File: src/hw/rtl/sli_pkg.sv
`timescale 1ns / 1ps
// ----------------------------------------------------------------------------
// sli_pkg
// Shared types and codes for the sorted list block.
// ----------------------------------------------------------------------------
package sli_pkg;

  localparam int unsigned ValueW  = 32;
  localparam int unsigned OpW     = 2;
  localparam int unsigned StatusW = 2;

  typedef enum logic [OpW-1:0] {
    OP_INSERT = 2'd0,
    OP_REMOVE = 2'd1,
    OP_DUMP   = 2'd2
  } op_e;

  typedef enum logic [StatusW-1:0] {
    ST_OK        = 2'd0,
    ST_FULL      = 2'd1,
    ST_NOT_FOUND = 2'd2,
    ST_EMPTY     = 2'd3
  } status_e;

endpackage

File: src/hw/rtl/sli_in_if.sv
`timescale 1ns / 1ps
// ----------------------------------------------------------------------------
// sli_in_if
// Command channel: operation and value with valid/ready.
// ----------------------------------------------------------------------------
interface sli_in_if;
  logic              valid;
  logic              ready;
  logic [1:0]        operation;
  logic signed [31:0] value;

  modport source (output valid, output operation, output value, input ready);
  modport sink   (input valid, input operation, input value, output ready);
endinterface

File: src/hw/rtl/sli_out_if.sv
`timescale 1ns / 1ps
// ----------------------------------------------------------------------------
// sli_out_if
// Result channel: status, dumped entry, last flag and entry count.
// ----------------------------------------------------------------------------
interface sli_out_if #(
  parameter int unsigned CntW = 5
);
  logic               valid;
  logic               ready;
  logic [1:0]         status;
  logic signed [31:0] item_value;
  logic               last;
  logic [CntW-1:0]    entry_count;

  modport source (output valid, output status, output item_value, output last,
                  output entry_count, input ready);
  modport sink   (input valid, input status, input item_value, input last,
                  input entry_count, output ready);
endinterface

File: src/hw/rtl/sli_mem.sv
`timescale 1ns / 1ps
// ----------------------------------------------------------------------------
// sli_mem
// Entry store: one write port, one read port, registered read data.
// ----------------------------------------------------------------------------
module sli_mem #(
  parameter int unsigned Depth = 16,
  parameter int unsigned IdxW  = 4
) (
  input  logic                   clk_i,
  input  logic                   we_i,
  input  logic [IdxW-1:0]        waddr_i,
  input  logic signed [31:0]     wdata_i,
  input  logic                   re_i,
  input  logic [IdxW-1:0]        raddr_i,
  output logic signed [31:0]     rdata_o
);

  logic signed [31:0] mem [Depth];
  logic signed [31:0] rdata_q;

  always_ff @(posedge clk_i) begin
    if (we_i) begin
      mem[waddr_i] <= wdata_i;
    end
  end

  always_ff @(posedge clk_i) begin
    if (re_i) begin
      rdata_q <= mem[raddr_i];
    end
  end

  assign rdata_o = rdata_q;

endmodule

File: src/hw/rtl/sli_ctrl.sv
`timescale 1ns / 1ps
// ----------------------------------------------------------------------------
// sli_ctrl
// Sequencer: scans and shifts the store for insert/remove, streams dumps,
// and holds the result register.
// ----------------------------------------------------------------------------
module sli_ctrl #(
  parameter int unsigned Capacity = 16,
  parameter int unsigned IdxW     = 4,
  parameter int unsigned CntW     = 5
) (
  input  logic               clk_i,
  input  logic               rst_ni,
  sli_in_if.sink             in_i,
  sli_out_if.source          out_o,
  output logic               we_o,
  output logic [IdxW-1:0]    waddr_o,
  output logic signed [31:0] wdata_o,
  output logic               re_o,
  output logic [IdxW-1:0]    raddr_o,
  input  logic signed [31:0] rdata_i
);
  import sli_pkg::*;

  localparam logic [CntW-1:0] CapCnt = CntW'(Capacity);

  typedef enum logic [3:0] {
    S_IDLE,
    S_INS_RD,
    S_INS_CMP,
    S_INS_LAST,
    S_REM_RD,
    S_REM_CMP,
    S_DMP_RD,
    S_DMP_CMP,
    S_RESP
  } state_e;

  state_e             state_q;
  logic [IdxW-1:0]    idx_q;
  logic [CntW-1:0]    count_q;
  logic signed [31:0] value_q;
  logic               found_q;
  status_e            status_q;

  logic               out_valid_q;
  status_e            out_status_q;
  logic signed [31:0] out_item_q;
  logic               out_last_q;
  logic [CntW-1:0]    out_count_q;

  logic            slot_free;
  logic            out_load;
  logic [IdxW-1:0] top_idx;

  assign slot_free = !out_valid_q || out_o.ready;
  assign out_load  = (state_q == S_DMP_CMP) || ((state_q == S_RESP) && slot_free);
  assign top_idx   = IdxW'(count_q - 1'b1);
  assign in_i.ready = (state_q == S_IDLE);

  assign out_o.valid       = out_valid_q;
  assign out_o.status      = out_status_q;
  assign out_o.item_value  = out_item_q;
  assign out_o.last        = out_last_q;
  assign out_o.entry_count = out_count_q;

  // store access
  always_comb begin
    we_o    = 1'b0;
    waddr_o = idx_q + 1'b1;
    wdata_o = value_q;
    re_o    = 1'b0;
    raddr_o = idx_q;
    unique case (state_q)
      S_INS_RD, S_REM_RD: re_o = 1'b1;
      S_DMP_RD:           re_o = slot_free;
      S_INS_CMP: begin
        we_o = 1'b1;
        if (rdata_i > value_q) begin
          wdata_o = rdata_i;
        end
      end
      S_INS_LAST: begin
        we_o    = 1'b1;
        waddr_o = '0;
      end
      S_REM_CMP: begin
        we_o    = found_q;
        waddr_o = idx_q - 1'b1;
        wdata_o = rdata_i;
      end
      default: ;
    endcase
  end

  always_ff @(posedge clk_i or negedge rst_ni) begin
    if (!rst_ni) begin
      state_q      <= S_IDLE;
      idx_q        <= '0;
      count_q      <= '0;
      value_q      <= '0;
      found_q      <= 1'b0;
      status_q     <= ST_OK;
      out_valid_q  <= 1'b0;
      out_status_q <= ST_OK;
      out_item_q   <= '0;
      out_last_q   <= 1'b0;
      out_count_q  <= '0;
    end else begin
      if (out_load) begin
        out_valid_q <= 1'b1;
      end else if (out_o.ready) begin
        out_valid_q <= 1'b0;
      end
      unique case (state_q)
        S_IDLE: begin
          if (in_i.valid) begin
            value_q  <= in_i.value;
            found_q  <= 1'b0;
            status_q <= ST_OK;
            unique case (in_i.operation)
              OP_INSERT: begin
                if (count_q == CapCnt) begin
                  status_q <= ST_FULL;
                  state_q  <= S_RESP;
                end else if (count_q == '0) begin
                  state_q <= S_INS_LAST;
                end else begin
                  idx_q   <= top_idx;
                  state_q <= S_INS_RD;
                end
              end
              OP_REMOVE: begin
                idx_q <= '0;
                if (count_q == '0) begin
                  status_q <= ST_NOT_FOUND;
                  state_q  <= S_RESP;
                end else begin
                  state_q <= S_REM_RD;
                end
              end
              OP_DUMP: begin
                idx_q <= top_idx;
                if (count_q == '0) begin
                  status_q <= ST_EMPTY;
                  state_q  <= S_RESP;
                end else begin
                  state_q <= S_DMP_RD;
                end
              end
              default: state_q <= S_RESP;
            endcase
          end
        end
        S_INS_RD: state_q <= S_INS_CMP;
        S_INS_CMP: begin
          if (rdata_i > value_q) begin
            if (idx_q == '0) begin
              state_q <= S_INS_LAST;
            end else begin
              idx_q   <= idx_q - 1'b1;
              state_q <= S_INS_RD;
            end
          end else begin
            count_q <= count_q + 1'b1;
            state_q <= S_RESP;
          end
        end
        S_INS_LAST: begin
          count_q <= count_q + 1'b1;
          state_q <= S_RESP;
        end
        S_REM_RD: state_q <= S_REM_CMP;
        S_REM_CMP: begin
          if (!found_q && rdata_i == value_q) begin
            found_q <= 1'b1;
          end
          if (idx_q == top_idx) begin
            if (found_q || rdata_i == value_q) begin
              count_q <= count_q - 1'b1;
            end else begin
              status_q <= ST_NOT_FOUND;
            end
            state_q <= S_RESP;
          end else begin
            idx_q   <= idx_q + 1'b1;
            state_q <= S_REM_RD;
          end
        end
        S_DMP_RD: begin
          if (slot_free) begin
            state_q <= S_DMP_CMP;
          end
        end
        S_DMP_CMP: begin
          out_status_q <= ST_OK;
          out_item_q   <= rdata_i;
          out_last_q   <= (idx_q == '0);
          out_count_q  <= count_q;
          if (idx_q == '0) begin
            state_q <= S_IDLE;
          end else begin
            idx_q   <= idx_q - 1'b1;
            state_q <= S_DMP_RD;
          end
        end
        S_RESP: begin
          if (slot_free) begin
            out_status_q <= status_q;
            out_item_q   <= '0;
            out_last_q   <= 1'b1;
            out_count_q  <= count_q;
            state_q      <= S_IDLE;
          end
        end
        default: state_q <= S_IDLE;
      endcase
    end
  end

endmodule

File: src/hw/rtl/sorted_list_insert_remove.sv
`timescale 1ns / 1ps
// ----------------------------------------------------------------------------
// sorted_list_insert_remove
// Bounded ascending list of signed 32-bit values held in a synchronous RAM.
// ----------------------------------------------------------------------------
// Commands arrive on in_i (operation, value) and results leave on out_o
// (status, item_value, last, entry_count), both valid/ready.
// Insert walks down from the top entry, shifting larger entries up one place
// until the slot is found. Remove walks up the whole list, compacting behind
// the match. Insert into a full list, remove from an empty one, dump of an
// empty list and code 3 answer without touching the store.
// Dump streams the entries largest first, reading each one before it is sent.
// Each step waits on the registered read of the single RAM port pair.
// One command is worked at a time; in_i.ready is high only between commands.
// A stall on out_o holds the result register and pauses the dump.
// Reset empties the list at once; no clearing pass is needed.
// ----------------------------------------------------------------------------
module sorted_list_insert_remove #(
  parameter int unsigned CAPACITY = 16,
  localparam int unsigned IdxW    = (CAPACITY > 1) ? $clog2(CAPACITY) : 1,
  localparam int unsigned CntW    = $clog2(CAPACITY + 1)
) (
  input  logic      clk_i,
  input  logic      rst_ni,
  sli_in_if.sink    in_i,
  sli_out_if.source out_o
);
  import sli_pkg::*;

  logic               we;
  logic [IdxW-1:0]    waddr;
  logic signed [31:0] wdata;
  logic               re;
  logic [IdxW-1:0]    raddr;
  logic signed [31:0] rdata;

  sli_ctrl #(
    .Capacity (CAPACITY),
    .IdxW     (IdxW),
    .CntW     (CntW)
  ) u_ctrl (
    .clk_i   (clk_i),
    .rst_ni  (rst_ni),
    .in_i    (in_i),
    .out_o   (out_o),
    .we_o    (we),
    .waddr_o (waddr),
    .wdata_o (wdata),
    .re_o    (re),
    .raddr_o (raddr),
    .rdata_i (rdata)
  );

  sli_mem #(
    .Depth (CAPACITY),
    .IdxW  (IdxW)
  ) u_mem (
    .clk_i   (clk_i),
    .we_i    (we),
    .waddr_i (waddr),
    .wdata_i (wdata),
    .re_i    (re),
    .raddr_i (raddr),
    .rdata_o (rdata)
  );

endmodule

File: src/flat_wrapper.sv
// flat-port wrapper written by rule: the top's interface ports become plain ports
module sorted_list_insert_remove_flat import sli_pkg::*;
#(
  parameter int unsigned CAPACITY = 16,
  localparam int unsigned IdxW    = (CAPACITY > 1) ? $clog2(CAPACITY) : 1,
  localparam int unsigned CntW    = $clog2(CAPACITY + 1)
)
  (clk_i, rst_ni, in_i_valid, in_i_operation, in_i_value, in_i_ready, out_o_valid, out_o_status, out_o_item_value, out_o_last, out_o_entry_count, out_o_ready);
  sli_in_if in_i_i ();
  sli_out_if #(.CntW(($clog2((16) + 1)))) out_o_i ();
  input  logic clk_i;
  input  logic rst_ni;
  input wire logic [$bits(in_i_i.valid)-1:0] in_i_valid;
  input wire logic [$bits(in_i_i.operation)-1:0] in_i_operation;
  input wire logic [$bits(in_i_i.value)-1:0] in_i_value;
  output wire logic [$bits(in_i_i.ready)-1:0] in_i_ready;
  output wire logic [$bits(out_o_i.valid)-1:0] out_o_valid;
  output wire logic [$bits(out_o_i.status)-1:0] out_o_status;
  output wire logic [$bits(out_o_i.item_value)-1:0] out_o_item_value;
  output wire logic [$bits(out_o_i.last)-1:0] out_o_last;
  output wire logic [$bits(out_o_i.entry_count)-1:0] out_o_entry_count;
  input wire logic [$bits(out_o_i.ready)-1:0] out_o_ready;
  assign in_i_i.valid = in_i_valid;
  assign in_i_i.operation = in_i_operation;
  assign in_i_i.value = in_i_value;
  assign in_i_ready = in_i_i.ready;
  assign out_o_valid = out_o_i.valid;
  assign out_o_status = out_o_i.status;
  assign out_o_item_value = out_o_i.item_value;
  assign out_o_last = out_o_i.last;
  assign out_o_entry_count = out_o_i.entry_count;
  assign out_o_i.ready = out_o_ready;
  sorted_list_insert_remove #(.CAPACITY(CAPACITY)) u_core (.clk_i(clk_i), .rst_ni(rst_ni), .in_i(in_i_i), .out_o(out_o_i));
endmodule
File: config.mk
export PLATFORM = sky130hd
export DESIGN_NAME = sorted_list_insert_remove_flat
export DESIGN_NICKNAME = d
export VERILOG_FILES = /design/src/hw/rtl/sli_pkg.sv /design/src/hw/rtl/sli_in_if.sv /design/src/hw/rtl/sli_out_if.sv /design/src/hw/rtl/sli_mem.sv /design/src/hw/rtl/sli_ctrl.sv /design/src/hw/rtl/sorted_list_insert_remove.sv /design/src/flat_wrapper.sv
export SDC_FILE = /design/constraint.sdc
export NUM_CORES = 1
export LEC_CHECK = 0
export BUFFER_PORTS_ARGS = -buffer_cell sky130_fd_sc_hd__buf_2
export CAP_MARGIN = 20
export CORE_UTILIZATION = 30
export CTS_CLUSTER_SIZE = 24
export DETAILED_ROUTE_END_ITERATION = 6
export PLACE_DENSITY = 0.47
export SLEW_MARGIN = 25
export SYNTH_ARGS = -nofsm -noshare
export SYNTH_HDL_FRONTEND = slang
export SYNTH_SLANG_ARGS = --single-unit
File: constraint.sdc
create_clock -name clk_i -period 8.8 [get_ports clk_i]
set_clock_uncertainty 0.05 [all_clocks]
set_input_delay 1.76 -clock clk_i [delete_from_list [all_inputs] [get_ports clk_i]]
set_output_delay 1.76 -clock clk_i [all_outputs]
set_load 0.01 [all_outputs]
==> run_results.csv <==
group,metric,value,unit
drt,highest_layer,"met4",
floorplan,row_count,106,
final_layout,layout.cells.non_filler,2581,
yosys,ys.flop_type,"edfxtp_1",
outcome,status,"finished, final reports clean",
drt,met1_length,29200,µm
cts,clockBufferDepth,3,
yosys,netlist_instances,1270,
drt,ant_nets,0,
worst_setup_path,crit_path_start,"u_core.u_mem.rdata_o[9]$_DFFE_PP_",
floorplan,die_x,295,µm
worst_setup_path,crit_type,"register to register",
yosys,synth_edf_count,544,
cts,post_cts_resized,0,
cts,cts_tree,"done",
timing,finalCriticalPeriod,4.48,ns
final_layout,drive_gt1_frac,0.348,
floorplan,die_area,0.0869,mm²
cts,clkTransAtPathRegs,0.06,ns
final_layout,final_area,0.0301,mm²
yosys,syn_area,0.0257,mm²
drt,viasPerCell,4.92,
global_route,grt_max_degree,66,
final_layout,nets,1467,
power_and_ir_drop,powerDensity,363,mW/mm²
yosys,ys_ff_latch,633,
yosys,synth-async-reset-ratio,0.141,
run,max-cap-violations,0,
yosys,ys_warn_count,0,
floorplan,pin_count,80,
place,placed_cells_incl_taps,2451,
final_layout,area_growth_syn_to_layout,17.1,%
worst_setup_path,critical_path_buf_inv_count,2,
drt,finalWirelength,63700,µm
worst_hold_path,hold_path.class,"register to register",
drt,drt_iter0_drc,936,
cts,root_buffer,"clkbuf_16",
floorplan,core,0.0842,mm²
timing,min_period_over_period,0.509,
worst_setup_path,crit_path_start_kind,"register",
worst_hold_path,worstHoldStart,"u_core.u_ctrl.out_o.status[0]$_DFFE_PN0P_",
global_route,grt_usage,0.149,
timing,fin_setup_tns,0,ns
floorplan,dieHeight,295,µm
yosys,avgSynthCellArea,20.2,µm²
timing,max_freq,0.223,GHz
cts,holdBufCountCts,0,
power_and_ir_drop,p_leak,10.3,nW
global_route,antenna_found_initial,1,
timing,slew_headroom,0.391,
place,io_buffers,79,
cts,clk_latency,0.60,ns
drt,wl_met2,30300,µm
global_route,grt_pass1_vias,13200,
cts,clock_sinks,633,
global_route,grt-ovfl-total,0,
global_route,grt_pass1_wl,92900,µm
final_layout,diodes,0,
timing,rsz0062_at_grt,"false",
worst_setup_path,required,9.05,ns
worst_setup_path,slowest_delay,0.72,ns
power_and_ir_drop,power,10.9,mW
cts,h-tree-depth,3,
yosys,synth_top_area_share,0.635,
worst_setup_path,crit_chain,"ha_1, a21oi_1, o21ai_1, a2111oi_2, buf_2, a21oi_2, nor2_4, mux2i_4, a21oi_4, buf_4, mux2_2",
worst_setup_path,cp_slowest_cell,"a21oi_4",
worst_setup_path,crit_path_end_kind,"register",
yosys,ys_seq_area_frac,0.722,
worst_setup_path,cp.arrival,4.72,ns
place,dp_hpwl,35800,µm
final_layout,final_common_cell,"edfxtp_1",
place,gp_congestion,0.771,
power_and_ir_drop,ir_drop,173,µV
timing,slew_violations,0,
drt,firstDrtPassIters,5,
timing,timing.hold.ws,0.420,ns
timing,tightest_slew,0.914,ns
yosys,synthTopCellsByArea,"edfxtp_1 64%, mux4_2 14%, dfrtp_1 8.7%",
cts,cts-buffers-inserted,72,
timing,finalHoldViolCount,0,
cts,post_cts_buffers,0,
drt,vias,12700,
yosys,yosysTopAreaCell,"edfxtp_1",
drt,drc,0,
drt,dr_wl_met3,3100,µm
worst_setup_path,worstPathMaxFanout,20,
final_layout,most-common-layout-cells,"544 x edfxtp_1, 160 x mux4_2, 85 x dfrtp_1, 79 x buf_2, 76 x clkbuf_16",
worst_setup_path,r2r_start,"u_core.u_mem.rdata_o[9]$_DFFE_PP_",
timing,setup_viol_count_final,0,
worst_setup_path,crit_family,"compound AO/OA/AOI/OAI gates",
place,place_area,0.0276,mm²
yosys,ys_types,66,
drt,post_drt_wl_per_cell,24.7,µm
floorplan,start_util,0.305,
yosys,syn_nets,1345,
-- sequential cells by signal (all words and copies together) (netlist names) --
| register | cells |
|---|---|
| u_core.u_ctrl.count_q | 5 |
| u_core.u_ctrl.value_q | 32 |
| u_core.u_ctrl.out_o.item_value | 32 |
| u_core.u_ctrl.raddr_o | 4 |
| u_core.u_ctrl.status_q | 2 |
| u_core.u_ctrl.out_o.entry_count | 5 |
| u_core.u_ctrl.out_o.last | 1 |
| u_core.u_ctrl.state_q | 4 |
| u_core.u_ctrl.out_o.status | 2 |
| u_core.u_mem.mem | 512 |
| u_core.u_ctrl.found_q | 1 |
| u_core.u_mem.rdata_o | 32 |
| u_core.u_ctrl.out_o.valid | 1 |
-- per-stage QoR --
stage | util | setup WS (ns)
2_1_floorplan | - | 4.51
5_1_grt | 0.358 | 4.12
3_5_place_dp | 0.328 | 4.23
4_1_cts | 0.357 | 4.21
6_report | 0.358 | 4.32
3_3_place_gp | 0.328 | 3.53
-- worst reg2reg max path, delay by kind of cell (launching register included) --
family	cells	cell delay (ns)
flops	1	0.44
mux	2	0.78
buf+inv	2	0.84
fa+ha+maj	1	0.32
simple gates	1	0.07
compound gates	5	1.69
-- power breakdown --
part	switching, mW	internal (mW)	total [mW]
registers	0.344	4.18	4.52
clock network	1.20	1.93	3.13
logic	1.85	1.44	3.28
-- synth_stat cells, types with 8 or more instances --
library cell	count
edfxtp_1	544
mux4_2	160
dfrtp_1	89
mux2_2	41
inv_1	40
nand2_1	39
ha_1	37
clkbuf_1	35
a22o_1	33
nor2_1	32
mux2_4	30
a21oi_1	26
buf_1	21
o21ai_0	18
xnor2_1	9
nand4_1	8
nor2b_1	8
-- cells by family after synthesis --
family | after synthesis | share of synthesized area
flip-flops | 633 | 0.722
multiplexers | 233 | 0.177
AND/OR/NAND/NOR | 130 | 0.0262
AO/OA/AOI/OAI | 116 | 0.0335
buffers and inverters | 106 | 0.0183
adder cells (fa/ha/maj) | 37 | 0.0180
XOR/XNOR | 15 | 0.00511
-- cell type report --
type                            count  area [µm²]
Inverter                           42         158
Fill cell                        7777       54100
Clock inverter                     44         538
Tap cell                         1134        1420
Multi-Input combinational cell    531        6830
Timing Repair Buffer              112         659
Sequential cell                   633       18600
Clock buffer                       85        1940
-- per-layer routing --
metal / up-vias / global-route usage
met1: 6876 / 0.210
met4: 0 / 0.0410
met3: 77 / 0.0255
li1: 5443 / -
met5: - / 0
met2: 300 / 0.237
-- path summary, 6_finish.rpt --
kind	to	slack, ns	depth (start not counted)
setup reg to reg	u_core.u_mem.mem[13][31]$_DFFE_PP_	4.32	11
setup / recovery	u_core.u_mem.mem[13][31]$_DFFE_PP_	4.32	11
hold / removal	u_core.u_ctrl.out_o.status[0]$_DFFE_PN0P_	0.42	2
hold reg to reg	u_core.u_ctrl.out_o.status[0]$_DFFE_PN0P_	0.42	2
min in group asynchronous	u_core.u_ctrl.out_o.entry_count[4]$_DFFE_PN0P_	1.08	1
max in group asynchronous	u_core.u_ctrl.value_q[16]$_DFFE_PN0P_	6.36	2
No activity file was read; power rests on OpenSTA's default activity.
